File: config.mk
export PLATFORM = sky130hd
export DESIGN_NAME = dual_wheel_pi_speed_hbridge
export DESIGN_NICKNAME = d
export VERILOG_FILES = /design/src/dwps_pkg.sv /design/src/dual_wheel_pi_speed_hbridge.sv /design/src/dwps_pi_wheel.sv /design/src/dwps_hbridge.sv
export SDC_FILE = /design/constraint.sdc
export NUM_CORES = 2
export LEC_CHECK = 0
export ABC_AREA = 1
export CORE_MARGIN = 2
export CORE_UTILIZATION = 50
export CTS_CLUSTER_DIAMETER = 50
export DETAILED_ROUTE_END_ITERATION = 10
export DONT_BUFFER_PORTS = 1
export PLACE_DENSITY_LB_ADDON = 0.1
export SLEW_MARGIN = 10
export SYNTH_ARGS = -nofsm -noshare
export SYNTH_HDL_FRONTEND = slang
export SYNTH_HIERARCHICAL = 1
export SYNTH_SLANG_ARGS = --single-unit
File: constraint.sdc
create_clock -name i_clk -period 17.2 [get_ports i_clk]
set_input_delay 3.44 -clock i_clk [delete_from_list [all_inputs] [get_ports i_clk]]
set_output_delay 3.44 -clock i_clk [all_outputs]
set_load 0.02 [all_outputs]
File: src/dwps_pkg.sv
`default_nettype none

package dwps_pkg;

    localparam int unsigned PWM_MAX_DEF     = 999;
    localparam int unsigned TICK_DIVIDE_DEF = 2;

    localparam int SPEED_W   = 16;
    localparam int GAIN_W    = 16;
    localparam int MODE_W    = 2;
    localparam int CHAN_W    = 10;
    localparam int INTEG_W   = 24;
    localparam int ERR_W     = 11;
    localparam int CFG_IDX_W = 3;
    localparam int FRAC_SH   = 12;

    localparam int ERR_LIM   = 800;
    localparam int INTEG_LIM = 2457600;

    localparam logic [MODE_W-1:0] MODE_CLOSED = 2'd1;

    typedef logic [CFG_IDX_W-1:0] t_cfg_idx;

    localparam t_cfg_idx CFG_PROP_GAIN   = 3'd0;
    localparam t_cfg_idx CFG_INTEG_GAIN  = 3'd1;
    localparam t_cfg_idx CFG_LEFT_DIRINV = 3'd2;
    localparam t_cfg_idx CFG_RIGHT_DIRINV = 3'd3;

    typedef struct packed {
        logic signed [SPEED_W-1:0] left_speed;
        logic signed [SPEED_W-1:0] right_speed;
        logic signed [SPEED_W-1:0] left_target;
        logic signed [SPEED_W-1:0] right_target;
        logic [MODE_W-1:0]         control_mode;
        logic                      unlocked;
    } t_in_item;

    typedef struct packed {
        logic [CHAN_W-1:0] left_chan_one;
        logic [CHAN_W-1:0] left_chan_two;
        logic [CHAN_W-1:0] right_chan_one;
        logic [CHAN_W-1:0] right_chan_two;
    } t_out_item;

    typedef struct packed {
        logic [GAIN_W-1:0] prop_gain;
        logic [GAIN_W-1:0] integ_gain;
    } t_gains;

endpackage

`default_nettype wire

File: src/dual_wheel_pi_speed_hbridge.sv
// An accepted transaction is held in the input register, then in the result
// register that drives o_out_valid. One transaction per cycle while the output
// does not stall; the PI update of both wheels is combinational between them.
// Reset (i_rst_n low, synchronous): gains, direction selects, tick counter,
// integrals and stored drives clear to zero; both pipeline registers empty.
`default_nettype none

module dual_wheel_pi_speed_hbridge #(
    parameter int unsigned PWM_MAX     = dwps_pkg::PWM_MAX_DEF,
    parameter int unsigned TICK_DIVIDE = dwps_pkg::TICK_DIVIDE_DEF
) (
    input  wire logic                           i_clk,
    input  wire logic                           i_rst_n,
    input  wire logic                           i_in_valid,
    output logic                                o_in_stall,
    input  wire dwps_pkg::t_in_item             i_in_data,
    output logic                                o_out_valid,
    input  wire logic                           i_out_stall,
    output dwps_pkg::t_out_item                 o_out_data,
    input  wire logic                           i_cfg_valid,
    output logic                                o_cfg_ready,
    input  wire dwps_pkg::t_cfg_idx             i_cfg_index,
    input  wire logic [dwps_pkg::GAIN_W-1:0]    i_cfg_data
);
    import dwps_pkg::*;

    localparam int DRV_W = $clog2(PWM_MAX + 1) + 1;
    localparam int PH_W  = (TICK_DIVIDE > 1) ? $clog2(TICK_DIVIDE) : 1;
    localparam logic [PH_W-1:0] PH_LAST = PH_W'(TICK_DIVIDE - 1);

    t_gains           r_gains;
    logic             r_left_inv;
    logic             r_right_inv;
    logic [PH_W-1:0]  r_phase;
    logic             r_in_valid;
    t_in_item         r_in;
    logic             r_out_valid;
    t_out_item        r_out;

    logic                     w_accept;
    logic                     w_fire;
    logic                     w_closed;
    logic                     w_wrap;
    logic                     w_update;
    logic                     w_enable;
    logic signed [DRV_W-1:0]  w_left_drv;
    logic signed [DRV_W-1:0]  w_right_drv;
    logic signed [DRV_W-1:0]  w_left_sel;
    logic signed [DRV_W-1:0]  w_right_sel;
    t_out_item                w_result;

    assign o_cfg_ready = 1'b1;

    always_ff @(posedge i_clk) begin
        if (!i_rst_n) begin
            r_gains     <= '0;
            r_left_inv  <= 1'b0;
            r_right_inv <= 1'b0;
        end else if (i_cfg_valid) begin
            unique case (i_cfg_index)
                CFG_PROP_GAIN:    r_gains.prop_gain  <= i_cfg_data;
                CFG_INTEG_GAIN:   r_gains.integ_gain <= i_cfg_data;
                CFG_LEFT_DIRINV:  r_left_inv         <= i_cfg_data[0];
                CFG_RIGHT_DIRINV: r_right_inv        <= i_cfg_data[0];
                default: begin
                end
            endcase
        end
    end

    assign w_fire     = r_in_valid && (!r_out_valid || !i_out_stall);
    assign o_in_stall = r_in_valid && !w_fire;
    assign w_accept   = i_in_valid && !o_in_stall;
    assign w_closed   = (r_in.control_mode == MODE_CLOSED);
    assign w_wrap     = (r_phase == PH_LAST);
    assign w_update   = w_fire && w_closed && w_wrap;
    assign w_enable   = w_closed && r_in.unlocked;

    always_ff @(posedge i_clk) begin
        if (!i_rst_n) begin
            r_in_valid <= 1'b0;
        end else if (w_accept) begin
            r_in_valid <= 1'b1;
        end else if (w_fire) begin
            r_in_valid <= 1'b0;
        end
    end

    always_ff @(posedge i_clk) begin
        if (w_accept) begin
            r_in <= i_in_data;
        end
    end

    always_ff @(posedge i_clk) begin
        if (!i_rst_n) begin
            r_phase <= '0;
        end else if (w_fire && w_closed) begin
            r_phase <= w_wrap ? '0 : r_phase + 1'b1;
        end
    end

    dwps_pi_wheel #(.PWM_MAX(PWM_MAX)) u_left_pi (
        .i_clk    (i_clk),
        .i_rst_n  (i_rst_n),
        .i_speed  (r_in.left_speed),
        .i_target (r_in.left_target),
        .i_gains  (r_gains),
        .i_update (w_update),
        .o_drive  (w_left_drv)
    );

    dwps_pi_wheel #(.PWM_MAX(PWM_MAX)) u_right_pi (
        .i_clk    (i_clk),
        .i_rst_n  (i_rst_n),
        .i_speed  (r_in.right_speed),
        .i_target (r_in.right_target),
        .i_gains  (r_gains),
        .i_update (w_update),
        .o_drive  (w_right_drv)
    );

    assign w_left_sel  = w_enable ? w_left_drv : '0;
    assign w_right_sel = w_enable ? w_right_drv : '0;

    dwps_hbridge #(.PWM_MAX(PWM_MAX)) u_left_hb (
        .i_drive      (w_left_sel),
        .i_pos_on_one (!r_left_inv),
        .o_chan_one   (w_result.left_chan_one),
        .o_chan_two   (w_result.left_chan_two)
    );

    dwps_hbridge #(.PWM_MAX(PWM_MAX)) u_right_hb (
        .i_drive      (w_right_sel),
        .i_pos_on_one (r_right_inv),
        .o_chan_one   (w_result.right_chan_one),
        .o_chan_two   (w_result.right_chan_two)
    );

    always_ff @(posedge i_clk) begin
        if (!i_rst_n) begin
            r_out_valid <= 1'b0;
        end else if (w_fire) begin
            r_out_valid <= 1'b1;
        end else if (!i_out_stall) begin
            r_out_valid <= 1'b0;
        end
    end

    always_ff @(posedge i_clk) begin
        if (w_fire) begin
            r_out <= w_result;
        end
    end

    assign o_out_valid = r_out_valid;
    assign o_out_data  = r_out;

endmodule

`default_nettype wire

File: src/dwps_pi_wheel.sv
`default_nettype none

module dwps_pi_wheel #(
    parameter int unsigned PWM_MAX = dwps_pkg::PWM_MAX_DEF,
    localparam int DRV_W = $clog2(PWM_MAX + 1) + 1
) (
    input  wire logic                                    i_clk,
    input  wire logic                                    i_rst_n,
    input  wire logic signed [dwps_pkg::SPEED_W-1:0]     i_speed,
    input  wire logic signed [dwps_pkg::SPEED_W-1:0]     i_target,
    input  wire dwps_pkg::t_gains                        i_gains,
    input  wire logic                                    i_update,
    output logic signed [DRV_W-1:0]                      o_drive
);
    import dwps_pkg::*;

    localparam int DIFF_W = SPEED_W + 1;
    localparam int PROD_W = GAIN_W + ERR_W + 1;
    localparam int ACC_W  = PROD_W + 1;
    localparam int OUT_W  = 30;
    localparam int MAG_W  = DRV_W - 1;

    localparam logic signed [DIFF_W-1:0] DIFF_HI = DIFF_W'(ERR_LIM);
    localparam logic signed [DIFF_W-1:0] DIFF_LO = -DIFF_HI;
    localparam logic signed [ACC_W-1:0]  ACC_HI  = ACC_W'(INTEG_LIM);
    localparam logic signed [ACC_W-1:0]  ACC_LO  = -ACC_HI;
    localparam logic signed [OUT_W-1:0]  OUT_HI  = OUT_W'(PWM_MAX * 4096);
    localparam logic signed [OUT_W-1:0]  OUT_LO  = -OUT_HI;

    logic signed [INTEG_W-1:0] r_int;
    logic signed [INTEG_W-1:0] n_int;
    logic signed [DRV_W-1:0]   r_drive;
    logic signed [DRV_W-1:0]   n_drive;

    logic signed [DIFF_W-1:0]  w_diff;
    logic signed [ERR_W-1:0]   w_err;
    logic signed [PROD_W-1:0]  w_iprod;
    logic signed [PROD_W-1:0]  w_pprod;
    logic signed [ACC_W-1:0]   w_acc;
    logic signed [OUT_W-1:0]   w_out;
    logic signed [OUT_W-1:0]   w_outc;
    logic                      w_neg;
    logic [OUT_W-1:0]          w_abs;
    logic [MAG_W-1:0]          w_mag;
    logic [DRV_W-1:0]          w_pos;

    always_comb begin
        w_diff = {i_target[SPEED_W-1], i_target} - {i_speed[SPEED_W-1], i_speed};
        if (w_diff > DIFF_HI) begin
            w_err = DIFF_HI[ERR_W-1:0];
        end else if (w_diff < DIFF_LO) begin
            w_err = DIFF_LO[ERR_W-1:0];
        end else begin
            w_err = w_diff[ERR_W-1:0];
        end

        w_iprod = PROD_W'($signed({1'b0, i_gains.integ_gain})) * PROD_W'(w_err);
        w_pprod = PROD_W'($signed({1'b0, i_gains.prop_gain})) * PROD_W'(w_err);

        w_acc = {{(ACC_W-INTEG_W){r_int[INTEG_W-1]}}, r_int} + {w_iprod[PROD_W-1], w_iprod};
        if (w_acc > ACC_HI) begin
            n_int = ACC_HI[INTEG_W-1:0];
        end else if (w_acc < ACC_LO) begin
            n_int = ACC_LO[INTEG_W-1:0];
        end else begin
            n_int = w_acc[INTEG_W-1:0];
        end

        w_out = {{(OUT_W-INTEG_W){n_int[INTEG_W-1]}}, n_int}
              + {{(OUT_W-PROD_W){w_pprod[PROD_W-1]}}, w_pprod};
        if (w_out > OUT_HI) begin
            w_outc = OUT_HI;
        end else if (w_out < OUT_LO) begin
            w_outc = OUT_LO;
        end else begin
            w_outc = w_out;
        end

        w_neg   = w_outc[OUT_W-1];
        w_abs   = w_neg ? -w_outc : w_outc;
        w_mag   = w_abs[FRAC_SH +: MAG_W];
        w_pos   = {1'b0, w_mag};
        n_drive = w_neg ? -w_pos : w_pos;
    end

    always_ff @(posedge i_clk) begin
        if (!i_rst_n) begin
            r_int   <= '0;
            r_drive <= '0;
        end else if (i_update) begin
            r_int   <= n_int;
            r_drive <= n_drive;
        end
    end

    assign o_drive = i_update ? n_drive : r_drive;

endmodule

`default_nettype wire

File: src/dwps_hbridge.sv
`default_nettype none

module dwps_hbridge #(
    parameter int unsigned PWM_MAX = dwps_pkg::PWM_MAX_DEF,
    localparam int DRV_W = $clog2(PWM_MAX + 1) + 1
) (
    input  wire logic signed [DRV_W-1:0]     i_drive,
    input  wire logic                        i_pos_on_one,
    output logic [dwps_pkg::CHAN_W-1:0]      o_chan_one,
    output logic [dwps_pkg::CHAN_W-1:0]      o_chan_two
);
    import dwps_pkg::*;

    localparam int MAG_W = DRV_W - 1;

    logic                      w_neg;
    logic [DRV_W-1:0]          w_abs;
    logic [CHAN_W+MAG_W-1:0]   w_ext;
    logic [CHAN_W-1:0]         w_val;
    logic                      w_first;

    always_comb begin
        w_neg   = i_drive[DRV_W-1];
        w_abs   = w_neg ? -i_drive : i_drive;
        w_ext   = {{CHAN_W{1'b0}}, w_abs[MAG_W-1:0]};
        w_val   = w_ext[CHAN_W-1:0];
        w_first = w_neg ? !i_pos_on_one : i_pos_on_one;
        o_chan_one = w_first ? w_val : '0;
        o_chan_two = w_first ? '0 : w_val;
    end

endmodule

`default_nettype wire
==> out/metrics.json <==
{
  "final-max-slew-violation-count": {"value": 0},
  "tritoncts": {"value": "yes"},
  "die-area": {"value": 0.0832, "unit": "sq mm"},
  "grt_first_pass_wirelength": {"value": 183000, "unit": "um"},
  "detailedPlace.worstSlack": {"value": 0.147, "unit": "ns"},
  "syn2layout_area_growth": {"value": 7.28, "unit": "%"},
  "synth-simple-area-share": {"value": 22.7, "unit": "%"},
  "cp_max_fo": {"value": 19},
  "num_io_pins": {"value": 134},
  "io_buffers": {"value": 0},
  "grt_start_max_net_pins": {"value": 95},
  "complex_gate_fraction_of_the_synthesized_area": {"value": 5.30, "unit": "%"},
  "number_of_enable_flip_flop_cells_after_synthesis": {"value": 107},
  "n_fill_cell": {"value": 7862},
  "switching_share": {"value": 55.4, "unit": "%"},
  "path_clk_slew": {"value": 0.05, "unit": "ns"},
  "p_int": {"value": 0.00236, "unit": "W"},
  "cts_max_path_buffers": {"value": 3},
  "comb_power_share": {"value": 74.1, "unit": "%"},
  "postPlaceCellArea": {"value": 0.0416, "unit": "sq mm"},
  "synthesized_net_count": {"value": 6454},
  "finalCritPeriodShare": {"value": 93.1, "unit": "%"},
  "drt-total-wl": {"value": 113000, "unit": "um"},
  "netlist.area_leader.share": {"value": 30.4, "unit": "%"},
  "worstSkewPairLatency": {"value": 0.61, "unit": "ns"},
  "remaining_drc_errors": {"value": 0},
  "finalSetupTns": {"value": 0, "unit": "ns"},
  "slowest_delay": {"value": 0.53, "unit": "ns"},
  "via_count_of_the_first_global_routing_pass": {"value": 34100},
  "gp_congestion": {"value": 0.922},
  "fp-row-count": {"value": 104},
  "avgViaCountPerCell": {"value": 5.10},
  "final_antenna_net_count": {"value": 0},
  "clock-sinks": {"value": 214},
  "cts_made_buffers": {"value": 40},
  "sequentialPowerShare": {"value": 10.8, "unit": "%"},
  "timing.max_slew.rel_slack": {"value": 28.5, "unit": "%"},
  "post_synth_xor_area_fraction": {"value": 2.27, "unit": "%"},
  "route.vias.total": {"value": 33100},
  "grt.overflow.total": {"value": 0},
  "post_synth_num_cell_types": {"value": 66},
  "yosys_register_bits": {"value": 214},
  "cp.required": {"value": 17.49, "unit": "ns"},
  "final_period_minus_worst_setup_slack": {"value": 16.02, "unit": "ns"},
  "fin_ws": {"value": 1.18, "unit": "ns"},
  "drive_gt1_share": {"value": 7.41, "unit": "%"},
  "netlist.top_cell.by_area": {"value": "fa_1"},
  "synth_adder_area_share": {"value": 41.5, "unit": "%"},
  "clock_tree.root_cell": {"value": "clkbuf_16"},
  "largest_family_of_logic_cells_by_synthesized_area": {"value": "adder cells"},
  "drt_first_iter_violations": {"value": 2348},
  "synthArstFlopShare": {"value": 0, "unit": "%"},
  "finClkSkew": {"value": 0.0548, "unit": "ns"},
  "dieWidth": {"value": 288, "unit": "um"},
  "ys.warnings.count": {"value": 6},
  "hold_crit_class": {"value": "register to register"},
  "whs": {"value": 0.469, "unit": "ns"},
  "cp_slowest_cell": {"value": "fa_1"},
  "final_cell_area": {"value": 0.0434, "unit": "sq mm"},
  "syn-cell-area": {"value": 0.0405, "unit": "sq mm"},
  "core-area": {"value": 0.0803, "unit": "sq mm"},
  "post_synth_inst_count": {"value": 5389},
  "switchingPower": {"value": 0.00293, "unit": "W"},
  "synth_ff_type": {"value": "edfxtp_1"},
  "crit_path_frequent_cell": {"value": "nand2_1"},
  "synth.area.mux_share": {"value": 0, "unit": "%"},
  "final-seq-area": {"value": 0.00536, "unit": "sq mm"},
  "grt_total_usage": {"value": 28.2, "unit": "%"},
  "multi_input_area": {"value": 0.0292, "unit": "sq mm"},
  "post-dp-hpwl": {"value": 92200, "unit": "um"},
  "total_leakage_power": {"value": 22.7, "unit": "nW"},
  "cts_hold_buf": {"value": 0},
  "critPathKind": {"value": "register to register"},
  "synth.yosys.seq_area_share": {"value": 13.2, "unit": "%"},
  "initial_core_util": {"value": 50.4, "unit": "%"},
  "cp.arrival": {"value": 16.31, "unit": "ns"},
  "worst_setup_path_end_kind": {"value": "register"},
  "power.density_cell_area": {"value": 122, "unit": "mW/mm^2"},
  "wl_per_cell": {"value": 17.5, "unit": "um"},
  "timing.final.setup_violations": {"value": 0},
  "postLayoutCoreUtil": {"value": 54.1, "unit": "%"},
  "firstDrtPassIters": {"value": 6},
  "average_cell_area_after_synthesis": {"value": 7.51, "unit": "sq um"},
  "nets": {"value": 6456},
  "yosys-top-cells-area": {"value": "fa_1 (30%), inv_1 (13%), ha_1 (11%)"},
  "worst-slew-pin-transition": {"value": 1.07, "unit": "ns"},
  "worstSetupStartpointType": {"value": "register"},
  "cts_h_tree_depth": {"value": 2},
  "final_hold_viol_count": {"value": 0},
  "initial_antenna_violation_count": {"value": 7},
  "timing.fmax": {"value": 62.4, "unit": "MHz"},
  "max-cap-violations": {"value": 0},
  "peakVddDrop": {"value": 0.0899, "unit": "mV"},
  "share_clk_of_total_power": {"value": 15.1, "unit": "%"},
  "status": {"value": "finished, final reports clean"},
  "die_height": {"value": 288, "unit": "um"}
}
==> through the flow <==
step / instances / power (W)
after global placement: 6377 / 0.00439
after CTS: 6451 / 0.00524
after detailed placement: 6377 / 0.00441
final: 6488 / 0.00529
after floorplan: 5389 / 0.00353
after global routing: 6487 / 0.00591
==> synth_stat cells, types with 10 or more instances <==
cell type / count
clkbuf_1: 44
o21ai_1: 15
buf_2: 43
xnor2_1: 34
nor2_4: 10
inv_2: 37
ha_1: 360
nand3_2: 13
a31oi_1: 10
buf_1: 29
a21oi_1: 169
nand2_1: 1162
inv_1: 1383
nand2_2: 46
nand2_4: 10
o211ai_1: 20
fa_1: 614
nor3_1: 23
nand4_1: 73
o21bai_1: 11
dfxtp_1: 107
edfxtp_1: 107
nor2_2: 33
nand3b_1: 12
a21oi_2: 22
nand3_1: 198
or2_2: 14
xor2_1: 67
nor2_1: 557
o21ai_0: 89
buf_6: 14
==> metal layers <==
layer,vias to the layer above,wire length [um],GRT usage [%]
met5,-,37,0
met4,6,4390,10.5
met3,201,6720,4.04
met2,923,52700,47.0
met1,16000,49400,37.2
li1,16000,-,-
==> cells by family (layout without fill, tap and decap cells) <==
family | after synthesis | after routing
other | 1 | 6
and+or+nand+nor | 2168 | 2168
DFF | 214 | 214
buffers and inverters | 1563 | 1597
AOI/OAI and AO/OA | 366 | 366
xor gates and xnor gates | 103 | 103
adders and majority gates | 974 | 974
==> registers in the layout (all words and copies together), names as in the netlist <==
name,cells
o_out_data,40
o_out_valid,1
r_gains,32
r_in,67
r_in_valid,1
r_left_inv,1
r_phase,1
r_right_inv,1
u_left_pi/r_drive,11
u_left_pi/r_int,24
u_right_pi/r_drive,11
u_right_pi/r_int,24
==> final timing paths <==
path	cells after the start	start	end	slack (ns)
min reg2reg	2	u_right_pi/r_drive[9]$_SDFF_PN0_	u_right_pi/r_drive[9]$_SDFF_PN0_	0.47
max reg2reg	84	r_in[35]$_DFFE_PP_	o_out_data[2]$_DFFE_PP_	1.18
min	2	u_right_pi/r_drive[9]$_SDFF_PN0_	u_right_pi/r_drive[9]$_SDFF_PN0_	0.47
max	84	r_in[35]$_DFFE_PP_	o_out_data[2]$_DFFE_PP_	1.18
==> worst max-delay path: cells and delay by family, from the launching register on <==
kind,cells,cell delay (ns)
adder cells (fa/ha/maj),15,6.46
AND/OR/NAND/NOR,37,4.32
XOR/XNOR,3,0.55
buffers and inverters,16,1.79
AO/OA/AOI/OAI,13,2.24
flip-flops,1,0.36
==> layout by cell type, fill, tap and decap left out, types with 16 or more instances in the layout <==
cell          n
a21oi_1     163
a21oi_2      28
buf_4        92
clkbuf_16    41
dfxtp_1     107
edfxtp_1    107
fa_1        614
ha_1        358
inv_1      1375
inv_2        35
nand2_1    1157
nand2_2      46
nand3_1     197
nand4_1      73
nor2_1      550
nor2_2       35
nor3_1       22
o211ai_1     20
o21ai_0      88
o21ai_1      16
xnor2_1      32
xor2_1       66
==> power by group through the flow <==
stage	logic [W]	clock network (W)	registers, W
6_report	0.00392	0.000798	0.000573
4_1_cts	0.00385	0.000820	0.000573
2_1_floorplan	0.00296	0	0.000577
3_3_place_gp	0.00381	0	0.000583
5_1_grt	0.00449	0.000841	0.000575
3_5_place_dp	0.00383	0	0.000583
==> layout make-up <==
cell class | count | area share (%)
Timing Repair inverter | 1 | 0.0202
Timing Repair Buffer | 95 | 1.71
Antenna cell | 5 | 0.0288
Inverter | 1427 | 12.5
Clock inverter | 26 | 0.646
Tap cell | 1060 | 3.06
Clock buffer | 48 | 2.45
Multi-Input combinational cell | 3612 | 67.3
Sequential cell | 214 | 12.3
==> what timing repair did <==
item                                    4_1_cts  5_1_grt
endpoints found under the hold margin         0        0
buffers inserted                              0       31
resized for setup                             0       62
endpoints found under the setup margin        0       46
No activity file was read; power rests on OpenSTA's default activity.
